File: src/hdl/fpisqrt_pkg.sv
// ----------------------------------------------------------------------------
// fpisqrt_pkg
// Shared widths and default constants for the bitwise integer square root.
// ----------------------------------------------------------------------------
package fpisqrt_pkg;

    // field widths
    localparam int OPERAND_W = 64;
    localparam int ROOT_W    = 31;
    localparam int TDATA_IN_W  = 64;
    localparam int TDATA_OUT_W = 32;

    // root digits and remainder
    localparam int SQRT_STEPS = 32;
    localparam int SQRT_RW    = 32;
    localparam int SQRT_REM_W = 34;

    // saturation value of the result
    localparam logic [ROOT_W-1:0] ROOT_MAX = {ROOT_W{1'b1}};

    // default rescale
    localparam longint unsigned DEF_SCALE_NUM = 64'd256;
    localparam longint unsigned DEF_SCALE_DEN = 64'd65536;

endpackage

File: src/hdl/fixed_point_isqrt_bitwise_top.sv
// ----------------------------------------------------------------------------
// fixed_point_isqrt_bitwise_top
// Integer square root of a signed 64-bit operand, two operand bits per cycle,
// then rescaled by SCALE_NUM / SCALE_DEN with truncation and saturation.
// ----------------------------------------------------------------------------
// channel   direction  tdata fields (low bit up)          handshake
// s_axis    in         operand[63:0]                       tvalid/tready
// m_axis    out        root[30:0], zero pad bit 31         tvalid/tready
//
// After the accept, an item passes 32 root steps of the remainder loop (one
// 34-bit subtract and compare each), a multiply state and a finish state.
// When SCALE_DEN is not a power of two, a serial restoring divider state
// between multiply and finish forms P_W quotient bits (P_W = 31 + bits of
// SCALE_NUM). One item is in work at a time; a new item is taken while the
// last result waits in the output register, and the finish state stalls
// while that register is full. Reset clears control only.
// ----------------------------------------------------------------------------
module fixed_point_isqrt_bitwise_top
    import fpisqrt_pkg::*;
#(
    parameter longint unsigned SCALE_NUM = DEF_SCALE_NUM,
    parameter longint unsigned SCALE_DEN = DEF_SCALE_DEN
)
(
    input  logic                   clk,
    input  logic                   rst_n,
    input  logic                   s_axis_tvalid,
    output logic                   s_axis_tready,
    input  logic [TDATA_IN_W-1:0]  s_axis_tdata,   // operand[63:0]
    output logic                   m_axis_tvalid,
    input  logic                   m_axis_tready,
    output logic [TDATA_OUT_W-1:0] m_axis_tdata    // root[30:0], pad[31]
);

    // derived widths
    localparam int NUM_W  = $clog2(SCALE_NUM + 1);
    localparam int DEN_W  = $clog2(SCALE_DEN + 1);
    localparam int P_W    = ROOT_W + NUM_W;
    localparam int CNT_W  = $clog2(P_W);
    localparam bit DEN_POW2 = ((SCALE_DEN & (SCALE_DEN - 1)) == 0);
    localparam int DEN_SH = $clog2(SCALE_DEN);

    localparam logic [P_W-1:0]   NUM_V = P_W'(SCALE_NUM);
    localparam logic [DEN_W:0]   DEN_V = (DEN_W + 1)'(SCALE_DEN);
    localparam logic [CNT_W-1:0] SQRT_LAST = CNT_W'(SQRT_STEPS - 1);
    localparam logic [CNT_W-1:0] DIV_LAST  = CNT_W'(P_W - 1);

    // state codes
    localparam logic [2:0] ST_IDLE = 3'd0;
    localparam logic [2:0] ST_SQRT = 3'd1;
    localparam logic [2:0] ST_MUL  = 3'd2;
    localparam logic [2:0] ST_DIV  = 3'd3;
    localparam logic [2:0] ST_FIN  = 3'd4;

    logic [2:0]            state_reg, state_next;
    logic [CNT_W-1:0]      cnt_reg, cnt_next;
    logic [OPERAND_W-1:0]  opnd_reg, opnd_next;
    logic [SQRT_REM_W-1:0] rem_reg, rem_next;
    logic [SQRT_RW-1:0]    root_reg, root_next;
    logic [P_W-1:0]        prod_reg, prod_next;
    logic [DEN_W-1:0]      drem_reg, drem_next;
    logic                  mval_reg, mval_next;
    logic [ROOT_W-1:0]     out_reg, out_next;

    logic                  s_accept;
    logic [SQRT_REM_W-1:0] rem_sh, trial, rem_diff;
    logic                  sq_ge;
    logic [ROOT_W-1:0]     root_cap;
    logic [DEN_W:0]        d_sh, d_diff;
    logic                  d_ge;
    logic [P_W-1:0]        quot;
    logic [ROOT_W-1:0]     result;
    logic                  out_load;

    assign s_axis_tready = (state_reg == ST_IDLE);
    assign s_accept      = s_axis_tvalid && s_axis_tready;
    assign m_axis_tvalid = mval_reg;
    assign m_axis_tdata  = {1'b0, out_reg};

    // one root digit: shift in two operand bits, try root*4+1
    assign rem_sh   = {rem_reg[SQRT_REM_W-3:0], opnd_reg[OPERAND_W-1 -: 2]};
    assign trial    = {root_reg, 2'b01};
    assign rem_diff = rem_sh - trial;
    assign sq_ge    = (rem_sh >= trial);

    // root holds 32 bits; it is saturated to 31 bits
    assign root_cap = root_reg[SQRT_RW-1] ? ROOT_MAX : root_reg[ROOT_W-1:0];

    // one quotient bit of the restoring divider
    assign d_sh   = {drem_reg, prod_reg[P_W-1]};
    assign d_diff = d_sh - DEN_V;
    assign d_ge   = (d_sh >= DEN_V);

    // quotient and saturation
    assign quot   = DEN_POW2 ? (prod_reg >> DEN_SH) : prod_reg;
    assign result = (|quot[P_W-1:ROOT_W]) ? ROOT_MAX : quot[ROOT_W-1:0];

    assign out_load = (state_reg == ST_FIN) && (!mval_reg || m_axis_tready);

    // sequencer and datapath
    always_comb
    begin
        state_next = state_reg;
        cnt_next   = cnt_reg;
        opnd_next  = opnd_reg;
        rem_next   = rem_reg;
        root_next  = root_reg;
        prod_next  = prod_reg;
        drem_next  = drem_reg;
        unique case (state_reg)
            ST_IDLE:
            begin
                if (s_accept)
                begin
                    // a negative operand is rooted as zero
                    opnd_next  = s_axis_tdata[OPERAND_W-1] ? '0 : s_axis_tdata;
                    rem_next   = '0;
                    root_next  = '0;
                    cnt_next   = SQRT_LAST;
                    state_next = ST_SQRT;
                end
            end
            ST_SQRT:
            begin
                rem_next  = sq_ge ? rem_diff : rem_sh;
                root_next = {root_reg[SQRT_RW-2:0], sq_ge};
                opnd_next = {opnd_reg[OPERAND_W-3:0], 2'b00};
                cnt_next  = cnt_reg - 1'b1;
                if (cnt_reg == '0)
                begin
                    state_next = ST_MUL;
                end
            end
            ST_MUL:
            begin
                prod_next  = P_W'(root_cap) * NUM_V;
                drem_next  = '0;
                cnt_next   = DIV_LAST;
                state_next = DEN_POW2 ? ST_FIN : ST_DIV;
            end
            ST_DIV:
            begin
                drem_next = d_ge ? d_diff[DEN_W-1:0] : d_sh[DEN_W-1:0];
                prod_next = {prod_reg[P_W-2:0], d_ge};
                cnt_next  = cnt_reg - 1'b1;
                if (cnt_reg == '0)
                begin
                    state_next = ST_FIN;
                end
            end
            ST_FIN:
            begin
                if (out_load)
                begin
                    state_next = ST_IDLE;
                end
            end
            default:
            begin
                state_next = ST_IDLE;
            end
        endcase
    end

    // output register
    always_comb
    begin
        out_next  = out_reg;
        mval_next = mval_reg;
        if (out_load)
        begin
            out_next  = result;
            mval_next = 1'b1;
        end
        else if (m_axis_tready)
        begin
            mval_next = 1'b0;
        end
    end

    // control registers
    always_ff @(posedge clk or negedge rst_n)
    begin
        if (!rst_n)
        begin
            state_reg <= ST_IDLE;
            cnt_reg   <= '0;
            mval_reg  <= 1'b0;
        end
        else
        begin
            state_reg <= state_next;
            cnt_reg   <= cnt_next;
            mval_reg  <= mval_next;
        end
    end

    // payload registers
    always_ff @(posedge clk)
    begin
        opnd_reg <= opnd_next;
        rem_reg  <= rem_next;
        root_reg <= root_next;
        prod_reg <= prod_next;
        drem_reg <= drem_next;
        out_reg  <= out_next;
    end

endmodule

File: config.mk
export PLATFORM = sky130hd
export DESIGN_NAME = fixed_point_isqrt_bitwise_top
export DESIGN_NICKNAME = d
export VERILOG_FILES = /design/src/hdl/fpisqrt_pkg.sv /design/src/hdl/fixed_point_isqrt_bitwise_top.sv
export SDC_FILE = /design/constraint.sdc
export NUM_CORES = 1
export LEC_CHECK = 0
export BUFFER_PORTS_ARGS = -buffer_cell sky130_fd_sc_hd__buf_2
export CAP_MARGIN = 20
export CORE_UTILIZATION = 52
export CTS_BUF_LIST = sky130_fd_sc_hd__clkbuf_4
export CTS_CLUSTER_SIZE = 10
export DETAILED_ROUTE_END_ITERATION = 6
export PLACE_DENSITY_LB_ADDON = 0.25
export SKIP_LAST_GASP = 1
export SLEW_MARGIN = 5
export SYNTH_ARGS = -nofsm -noshare
export SYNTH_HDL_FRONTEND = slang
export SYNTH_SLANG_ARGS = --single-unit
File: constraint.sdc
create_clock -name clk -period 4.95 [get_ports clk]
set_input_delay 0.7425 -clock clk [delete_from_list [all_inputs] [get_ports clk]]
set_output_delay 0.7425 -clock clk [all_outputs]
set_load 0.005 [all_outputs]
==> metrics, run 1 <==
outcome complete, no violations; final hold violations 0; placed standard-cell area 11600 um2; Compound-Gate Fraction of Synth Area 9.11%; commonest non-fill, non-tap cell in the layout edfxtp_1; WL/cell 14.6 um; netlist area before placement 10900 um2; Leak Pwr 5.29 nW; Highest Clock Rate 286 MHz; parity-gate share of the synthesized area counting xor and xnor cells 2.16%; layout filler cell count 1674; antenna viol nets, final 0; H-Tree Level Count 2; Total Neg Setup Slack 0 ns; number of warning messages in the yosys log 0; number of top-level pins 102; data required time of the worst path 5.33 ns; cell type with the highest aggregate area in the netlist edfxtp_1; number of hold-repair buffers added at the cts stage 1; count of instances resized after the clock tree is built 0; clock buffers created by TritonCTS 57; peak fanout along the critical path 31; hold_sp s_axis_tdata[23]; effective utilization at floorplan 53.5%; Row Count 52; proportion of synthesized flip-flops having asynchronous set or reset 4.57%; total detailed-routing wirelength 20.5 mm; Max Slew Vio Count 0; drt initial violations 490; clock period minus final worst setup slack 3.49 ns; number of different library cells in the post-synthesis netlist 61; hold depth 3; Final setup viols 0; fraction of post-synthesis cell area in the top cell type by area 57.4%; Die Width 147 um; Tcrit/Tclk final 70.5%; share of total power in combinational logic 48.2%; Main synth FF type edfxtp_1; worst-case reg-to-reg path depth 10; DP HPWL 12.9 mm; Internal 6.00 mW; Final Wtd Congestion 0.833; clock transition time at the flip-flop clock pins of the worst setup and hold paths 0.07 ns; Chip Height 147 um; maximum root-to-sink buffer count 3; flop-to-flop setup slack 1.46 ns; Largest register FFs 64; switching power as a share of total power 40.3%; Post-CTS Repair Setup Buffers 0; transition time at the pin with the least slew margin 1.03 ns; Endpoint, Worst Hold opnd_reg[23]$_DFFE_PP_; CTS tree done; register area share after synthesis 59.7%; commonest cells after routing, fill and taps aside edfxtp_1, nand2_1, nor2_1; initial antenna violation count 1; via count 7523; Sequential Power Share 36.0%; wire length of the first global-routing pass 33.7 mm; die outline area 21600 um2; ranking of synthesized cells by area edfxtp_1, nand2_1, nand3b_1, ha_1, nor2_1; Reg2Reg Capture Point rem_reg[7]$_SDFFCE_PN0P_; post-synthesis to final-layout area growth 13.1%; nets 1192; clock network power share 15.8%; setup repair after global routing missed its margin false; Pre-antenna DRT Iters 5; Cells after Synth 982; Switching Power 4.05 mW; count of input and output buffers 93; synthesized-area fraction occupied by and/or/nand/nor cells 18.6%; number of max-cap violations 0; critical path launch point type register; type of the worst setup path register to register; dominant combinational cell family by area after synthesis simple AND/OR/NAND/NOR gates; endpoint arrival time on the critical path 3.87 ns; via density per instance 5.35; adder and majority cell fraction of the synthesized area 4.12%; number of clock sinks seen by CTS 219; launching point of the worst reg2reg path rem_reg[0]$_SDFFCE_PN0P_; slew margin rel. 31.4%; largest net degree at the start of global routing 79; ratio of cells with drive above 1 in the final layout 18.9%; via count of the first global-routing pass 7128; register bit total from synthesis 219; crit path capture type register; total gr overflow 0; post-detailed-route DRC marker count 0; core outline area 20400 um2; buffer type at the clock tree root clkbuf_4; clock tree skew after final layout 0.0414 ns; count of flip-flops with a built-in enable after synthesis 209; worst skew pair latency 0.67 ns; overall track demand over capacity in global routing 19.1%; Syn Area/Cell 11.1 um2; final std cell area, no fill 12400 um2; Hold WC Path Type input pin to register; proportion of synthesized area in mux cells 2.20%; Cell Pwr Density 813 nW/um2; worst-case vdd ir drop 381 uV
## power groups by stage
stage	logic, mW	clock network (mW)	registers (mW)
after floorplan	3.93	0	3.62
final	4.85	1.58	3.62
after CTS	4.86	1.64	3.62
after global routing	5.41	1.73	3.70
after global placement	4.74	0	3.63
after detailed placement	4.85	0	3.65
## critical path, stage by stage (launching register included)
cell,delay [ns]
edfxtp_1,0.39
ha_1,0.36
nand2b_1,0.09
a211oi_1,0.35
o21ai_1,0.19
o21ai_2,0.25
o21ai_2,0.14
o21bai_4,0.22
o21ba_2,0.86
mux2i_1,0.28
nor2_1,0.05
## cell families (layout without fill, tap and decap cells)
kind of cell    Yosys count  in the layout
compound gates          148            148
xor+xnor                 27             27
fa+ha+maj                36             36
buf+inv                 106            250
flops                   219            219
mux                      24             24
other cells               1             11
simple gates            421            421
## worst max path at each step
stage                        startpoint                        end  slack [ns]  depth (start not counted)
4_1_cts        rem_reg[0]$_SDFFCE_PN0P_  rem_reg[11]$_SDFFCE_PN0P_        1.41                         10
5_1_grt        rem_reg[0]$_SDFFCE_PN0P_  rem_reg[30]$_SDFFCE_PN0P_        1.22                         10
3_3_place_gp   rem_reg[3]$_SDFFCE_PN0P_   rem_reg[5]$_SDFFCE_PN0P_        1.57                         10
2_1_floorplan  state_reg[1]$_DFFE_PN0P_  opnd_reg[0]$_SDFFCE_PP0P_        0.35                          6
3_5_place_dp   rem_reg[3]$_SDFFCE_PN0P_  rem_reg[14]$_SDFFCE_PN0P_        1.44                         10
6_report       rem_reg[0]$_SDFFCE_PN0P_   rem_reg[7]$_SDFFCE_PN0P_        1.46                         10
## Yosys cell counts (3+ instances only)
library cell	n
o21a_1	5
nor2_1	118
a31oi_1	35
nand2_1	147
a21o_1	19
a21oi_1	32
o21ai_2	3
buf_1	5
inv_1	42
nand2b_1	9
ha_1	36
xor2_1	13
and3_1	28
edfxtp_1	209
a211oi_1	7
nand3_1	10
nand4_1	5
nand3b_1	61
clkbuf_1	46
nor4_1	3
buf_4	11
nor2b_1	8
nor3_1	17
o21ai_0	21
dfrtp_1	10
mux2i_1	24
xnor2_1	14
nor3b_1	4
## layout make-up
class	count	area, um2	area share [%]
clock inverters	17	98.8	0.800
well taps	270	338	2.73
multi-input cells	664	4020	32.5
clock buffers	87	653	5.28
repair buffers	104	558	4.52
flip-flops and latches	219	6530	52.8
inverters	42	158	1.28
diodes	3	7.51	0.0607
## stage by stage
step,cells,hold WS (ns),util [%],setup slack [ns],power (mW)
global route,1406,0.328,60.5,1.22,10.8
detailed placement,1297,0.437,56.7,1.44,8.50
finish,1406,0.373,60.5,1.46,10.0
floorplan,989,0.418,-,0.347,7.55
global placement,1297,0.433,56.7,1.57,8.37
CTS,1402,0.295,60.4,1.41,10.1
## layer usage
layer  vias up  track usage (%)  part of all wire (%)
li1       3766                -                     -
met2       183             29.6                    46
met3        31             4.13                   5.0
met1      3543             26.6                    48
met5         -                0                     0
met4         0             6.86                   1.7
(Power assumes the default switching activity.)
==> inputs of run 2 (changes only) <==
Settings changed: ABC_AREA set to 1.
Clock period 4.95 ns to 3.1 ns, I/O delays scaled along.
==> run 2 against run 1 <==
Compared with the run above: the flow now finishes with violations (design-rule violations); total power down 42%; flip-flop and latch count unchanged; sequential power decreased by 12%; critical endpoint is now rem_reg[9]$_SDFFCE_PN0P_; largest cell class unchanged.
==> metrics, run 2 <==
outcome finished with violations; failing checks design-rule violations; final hold violations 0 (unchanged); largest net degree at the start of global routing 64 (-19%); nets 1529 (+28%); commonest non-fill, non-tap cell in the layout nand2_1; cell with the most instances after synthesis nand2_1; Final Wtd Congestion 0.941 (+13%); wire length of the first global-routing pass 42.5 mm (+26%); Chip Height 152 um (+3.6%); antenna viol nets, final 0 (unchanged); worst-path cell with the longest stage delay ha_1; leading post-synthesis cells by instance count nand2_1, inv_1, edfxtp_1, nor2_1, a22o_1; type of the worst setup path register to register; Highest Clock Rate 378 MHz (+32%); Die Width 152 um (+3.6%); register bit total from synthesis 219 (unchanged); fraction of post-synthesis cell area in the top cell type by area 53.5% (-4.0 points); Main synth FF type edfxtp_1; endpoint arrival time on the critical path 3.04 ns (-0.83 ns); total gr overflow 0 (unchanged); Syn Area/Cell 9.06 um2 (-19%); effective utilization at floorplan 53.5% (about the same); cell type with the highest aggregate area in the netlist edfxtp_1; total detailed-routing wirelength 25.7 mm (+25%); buffer type at the clock tree root clkbuf_4; number of different library cells in the post-synthesis netlist 40 (-34%); drt initial violations 531 (+8.4%); die outline area 23200 um2 (+7.3%); delay of the slowest cell on the worst path 0.43 ns (-0.43 ns); clock tree skew after final layout 0.0615 ns (+0.0201 ns); count of instances resized after the clock tree is built 0 (unchanged); via count of the first global-routing pass 8788 (+23%); overall track demand over capacity in global routing 23.0% (+3.9 points); post-layout total power 5.78 mW (-42%); via density per instance 5.05 (-5.6%); initial antenna violation count 1 (unchanged); Critical Path, Cell by Cell ha_1 -> nand2_1 -> nor2_2 -> nand3_1 -> nand3_2 -> nand2_2 -> nand2_2 -> nand2_4 -> nand2_4 -> inv_4 -> nor2_1 -> nor2_1; core outline area 22000 um2 (+7.5%); post-detailed-route DRC marker count 2 (+2); Row Count 54 (+3.8%); WL/cell 14.8 um (+1.1%); netlist area before placement 11700 um2 (+7.4%); CTS tree done; number of max-cap violations 0 (unchanged); worst-case vdd ir drop 303 uV (-20%); register area share after synthesis 55.6% (-4.1 points); Post-CTS Repair Setup Buffers 0 (unchanged); post-synthesis to final-layout area growth 13.1% (about the same); maximum root-to-sink buffer count 3 (unchanged); number of top-level pins 102 (unchanged); Total Neg Setup Slack 0 ns (unchanged); setup repair after global routing missed its margin false; commonest cells after routing, fill and taps aside nand2_1, inv_1, edfxtp_1; Cells after Synth 1295 (+32%); Max Slew Vio Count 0 (unchanged); Largest register FFs 64 (unchanged); clock buffers created by TritonCTS 56 (-1.8%); number of clock sinks seen by CTS 219 (unchanged); Final setup viols 0 (unchanged); H-Tree Level Count 2 (unchanged); proportion of synthesized flip-flops having asynchronous set or reset 4.57% (unchanged); Leak Pwr 6.45 nW (+22%); number of hold-repair buffers added at the cts stage 2 (+1); peak fanout along the critical path 22 (-29%); slew margin rel. 57.3% (+26 points); clock transition time at the flip-flop clock pins of the worst setup and hold paths 0.07 ns (about the same); flop-to-flop setup slack 0.46 ns (-1.00 ns); Finished Core Util 60.5% (about the same); crit path capture type register; via count 8806 (+17%); count of flip-flops with a built-in enable after synthesis 209 (unchanged); Pre-antenna DRT Iters 7 (+2); count of input and output buffers 93 (unchanged); Tcrit/Tclk final 85.3% (+15 points); Hold WC Path Type input pin to register; transition time at the pin with the least slew margin 0.640 ns (-0.386 ns); number of warning messages in the yosys log 0 (unchanged); data required time of the worst path 3.50 ns (-1.83 ns); ratio of cells with drive above 1 in the final layout 16.6% (-2.3 points); DP HPWL 18.3 mm (+41%); clock period minus final worst setup slack 2.64 ns (-0.849 ns); critical path launch point type register; worst skew pair latency 0.68 ns (about the same); Cell Pwr Density 436 nW/um2 (-46%); layout filler cell count 1915 (+14%); ranking of synthesized cells by area edfxtp_1, nand2_1, inv_1, nor2_1, a22o_1
-- run 2: worst max-delay path, delay by kind of cell (launching register included) --
kind,cells,cell delay [ns]
buffers and inverters,1,0.20
adder cells (fa/ha/maj),1,0.43
flip-flops,1,0.40
AND/OR/NAND/NOR,10,1.35
-- run 2: final timing paths --
kind,start,to,cells past startpoint
setup / recovery,rem_reg[0]$_SDFFCE_PN0P_,rem_reg[9]$_SDFFCE_PN0P_,12
hold / removal,s_axis_tdata[0],opnd_reg[0]$_SDFFCE_PP0P_,3
setup reg to reg,rem_reg[0]$_SDFFCE_PN0P_,rem_reg[9]$_SDFFCE_PN0P_,12
hold reg to reg,prod_reg[30]$_DFFE_PP_,out_reg[14]$_DFFE_PP_,0
max in group asynchronous,rst_n,cnt_reg[1]$_DFFE_PN0P_,2
min in group asynchronous,rst_n,cnt_reg[4]$_DFFE_PN0P_,2
-- run 2: cells by family after synthesis --
logic type | Yosys count | share of synthesized area (%)
buffers and inverters | 280 | 9.66
adder cells (fa/ha/maj) | 36 | 3.84
XOR/XNOR | 17 | 1.27
other | 1 | 0.0319
AO/OA/AOI/OAI | 127 | 7.88
AND/OR/NAND/NOR | 615 | 21.7
flip-flops | 219 | 55.6
-- run 2: final cells by class --
| type | instances | area [um2] | share of cell area (%) |
|---|---|---|---|
| Antenna cell | 2 | 5.00 | 0.0377 |
| Multi-Input combinational cell | 803 | 4130 | 31.1 |
| Clock inverter | 14 | 111 | 0.839 |
| Sequential cell | 219 | 6530 | 49.2 |
| Inverter | 233 | 877 | 6.61 |
| Clock buffer | 80 | 601 | 4.52 |
| Timing Repair Buffer | 112 | 676 | 5.09 |
| Tap cell | 280 | 350 | 2.64 |
-- run 2: power breakdown --
group	internal, mW	switching (mW)	leakage, nW
combinational	0.0611	0.0413	4.12
sequential	3.20	0.0000000000000000253	1.91
clock	1.34	1.13	0.420
total	4.61	1.17	6.45
-- run 2: per-layer routing --
layer	track usage (%)	vias up	wire, um
met4	9.67	0	783
met2	37.0	232	11700
met1	30.4	4049	11800
met3	4.69	43	1480
li1	-	4482	-
met5	0	-	0
-- run 2: per-stage QoR --
stage                     worst slack (ns)  area, um2  hold WS [ns]  cells
after floorplan                      0.495      11800         0.169   1302
after detailed placement             0.530      12500         0.340   1645
after global routing                 0.283      13300        0.0402   1743
after global placement               0.533      12500         0.339   1645
final                                0.457      13300        0.0733   1743
after CTS                            0.486      13300        0.0172   1741
==> inputs of run 3 (changes only) <==
Settings changed: CORE_UTILIZATION 52 to 45.
Clock period 3.1 ns to 3.3 ns, I/O delays scaled along.
==> run 3 against run 2 <==
Compared with the run above: the run now ends clean; largest cell class unchanged; sequential power shrank 6%; register-to-register slack gained 0.08 ns; non-clock buffer count shrank 5; critical path depth is the same; clock skew shrank 0.026 ns; die area grew 15%; total power shrank 6.3%; highest routed layer unchanged; fmax shrank 4.4%.
==> metrics, run 3 (synthesis results as in run 2) <==
count of instances resized after the clock tree is built 0 (unchanged); number of clock sinks seen by CTS 219 (unchanged); endpoint arrival time on the critical path 3.18 ns (+0.14 ns); via density per instance 4.88 (-3.4%); worst-case vdd ir drop 249 uV (-18%); die outline area 26700 um2 (+15%); worst slack after detailed placement 0.600 ns (+0.0703 ns); H-Tree Level Count 2 (unchanged); Final setup viols 0 (unchanged); Sequential Power Share 55.6% (+0.2 points); Leak Pwr 6.44 nW (-0.20%); Largest register FFs 64 (unchanged); nets 1527 (-0.13%); layout filler cell count 2439 (+27%); clock tree skew after final layout 0.0360 ns (-0.0255 ns); via count of the first global-routing pass 8801 (+0.15%); Max Slew Vio Count 0 (unchanged); buffer type at the clock tree root clkbuf_4; commonest cells after routing, fill and taps aside nand2_1, inv_1, edfxtp_1; CTS tree done; post-detailed-route DRC marker count 0 (-2); Final Wtd Congestion 0.920 (-2.2%); DP HPWL 18.4 mm (+0.62%); Finished Core Util 52.3% (-8.1 points); Critical Path Source rem_reg[0]$_SDFFCE_PN0P_; via count 8784 (-0.25%); overall track demand over capacity in global routing 20.4% (-2.6 points); Hold WC Path Type input pin to register; Highest Clock Rate 362 MHz (-4.4%); Internal 4.28 mW (-7.1%); number of top-level pins 102 (unchanged); Tcrit/Tclk final 83.8% (-1.5 points); launching point of the worst reg2reg path rem_reg[0]$_SDFFCE_PN0P_; initial antenna violation count 3 (+2); Chip Height 164 um (+7.4%); WL/cell 14.5 um (-2.0%); antenna viol nets, final 0 (unchanged); total gr overflow 0 (unchanged); wire length of the first global-routing pass 42.8 mm (+0.65%); area occupied by registers 6530 um2 (unchanged); post-route worst setup slack 0.535 ns (+0.0780 ns); ratio of cells with drive above 1 in the final layout 16.8% (+0.19 points); type of the worst setup path register to register; outcome complete, no violations; Switching Power 1.14 mW (-3.1%); Row Count 58 (+7.4%); number of max-cap violations 0 (unchanged); clock period minus final worst setup slack 2.77 ns (+0.122 ns); Total Neg Setup Slack 0 ns (unchanged); drt initial violations 474 (-11%); worst-case reg-to-reg path depth 12 (unchanged); share of total power in combinational logic 1.7% (about the same); largest net degree at the start of global routing 77 (+20%); switching power as a share of total power 21.0% (+0.70 points); transition time at the pin with the least slew margin 0.783 ns (+0.143 ns); clock network power share 42.7% (about the same); Pre-antenna DRT Iters 4 (-3); maximum root-to-sink buffer count 3 (unchanged); count of input and output buffers 93 (unchanged); critical path launch point type register; commonest non-fill, non-tap cell in the layout nand2_1; Post-CTS Repair Setup Buffers 0 (unchanged); worst skew pair latency 0.69 ns (about the same); crit path capture type register; final hold violations 0 (unchanged); data required time of the worst path 3.72 ns (+0.22 ns); footprint of the multi-input gates 4130 um2 (unchanged); total detailed-routing wirelength 26.0 mm (+1.2%); post-synthesis to final-layout area growth 13.3%; peak fanout along the critical path 23 (+4.5%); Cell Pwr Density 408 nW/um2 (-6.4%); setup repair after global routing missed its margin false; clock buffers created by TritonCTS 59 (+5.4%); termination of the worst setup path rem_reg[8]$_SDFFCE_PN0P_; Die Width 164 um (+7.4%); clock transition time at the flip-flop clock pins of the worst setup and hold paths 0.06 ns (about the same); flop-to-flop setup slack 0.53 ns (+0.08 ns); slew margin rel. 47.8% (-9.5 points); effective utilization at floorplan 46.2% (-7.2 points); core outline area 25400 um2 (+16%); Reg2Reg Capture Point rem_reg[8]$_SDFFCE_PN0P_
[run 3: layout make-up]
| class | instances | share of cell area [%] |
|---|---|---|
| antenna | 2 | 0.0376 |
| clock buffer | 88 | 4.97 |
| clock inverter | 18 | 0.546 |
| inverter | 233 | 6.60 |
| multi-input combinational | 803 | 31.1 |
| sequential | 219 | 49.1 |
| tap | 330 | 3.11 |
| timing repair buffer | 107 | 4.59 |
[run 3: worst min path at each step]
stage,startpoint,cells past startpoint,slack [ns],end
finish,m_axis_tready,2,0.05,m_axis_tvalid$_DFFE_PN0P_
floorplan,rst_n,0,0.20,cnt_reg[0]$_DFFE_PN0P_
CTS,m_axis_tready,2,0.02,m_axis_tvalid$_DFFE_PN0P_
global placement,rst_n,1,0.37,cnt_reg[1]$_DFFE_PN0P_
detailed placement,rst_n,1,0.37,cnt_reg[1]$_DFFE_PN0P_
global route,m_axis_tready,2,0.01,m_axis_tvalid$_DFFE_PN0P_
[run 3: layer usage]
| layer | part of all wire (%) | track usage, % |
|---|---|---|
| met3 | 6.5 | 5.26 |
| met4 | 1.9 | 6.99 |
| met1 | 46 | 26.6 |
| met2 | 45 | 32.8 |
| met5 | 0 | 0 |
[run 3: metrics by stage]
stage | cells | hold WS [ns] | cell area, um2 | power, mW
6_report | 1800 | 0.0529 | 13300 | 5.42
5_1_grt | 1800 | 0.0111 | 13300 | 5.64
4_1_cts | 1798 | 0.0192 | 13300 | 5.51
3_5_place_dp | 1691 | 0.372 | 12500 | 3.16
3_3_place_gp | 1691 | 0.375 | 12500 | 3.16
2_1_floorplan | 1302 | 0.199 | 11800 | 3.12
[run 3: worst max-delay path, stage by stage (launching register included)]
cell	delay, ns
edfxtp_1	0.42
ha_1	0.42
nand2_1	0.21
nor2_2	0.15
nand3_1	0.11
nand3_2	0.14
nand2_2	0.07
nand2_2	0.08
nand2_4	0.20
nand2_4	0.31
inv_4	0.19
nor2_2	0.12
nor2_1	0.05
[run 3: power by group through the flow]
stage | clock, mW | sequential (mW) | combinational (mW)
CTS | 2.41 | 3.01 | 0.0948
floorplan | 0 | 3.07 | 0.0518
global placement | 0 | 3.07 | 0.0915
global route | 2.53 | 3.01 | 0.105
finish | 2.31 | 3.01 | 0.0941
detailed placement | 0 | 3.07 | 0.0953
[run 3: timing repair]
action,4_1_cts,5_1_grt
hold buffers,1,0
hold endpoints to repair,10,0
endpoints found under the setup margin,0,0
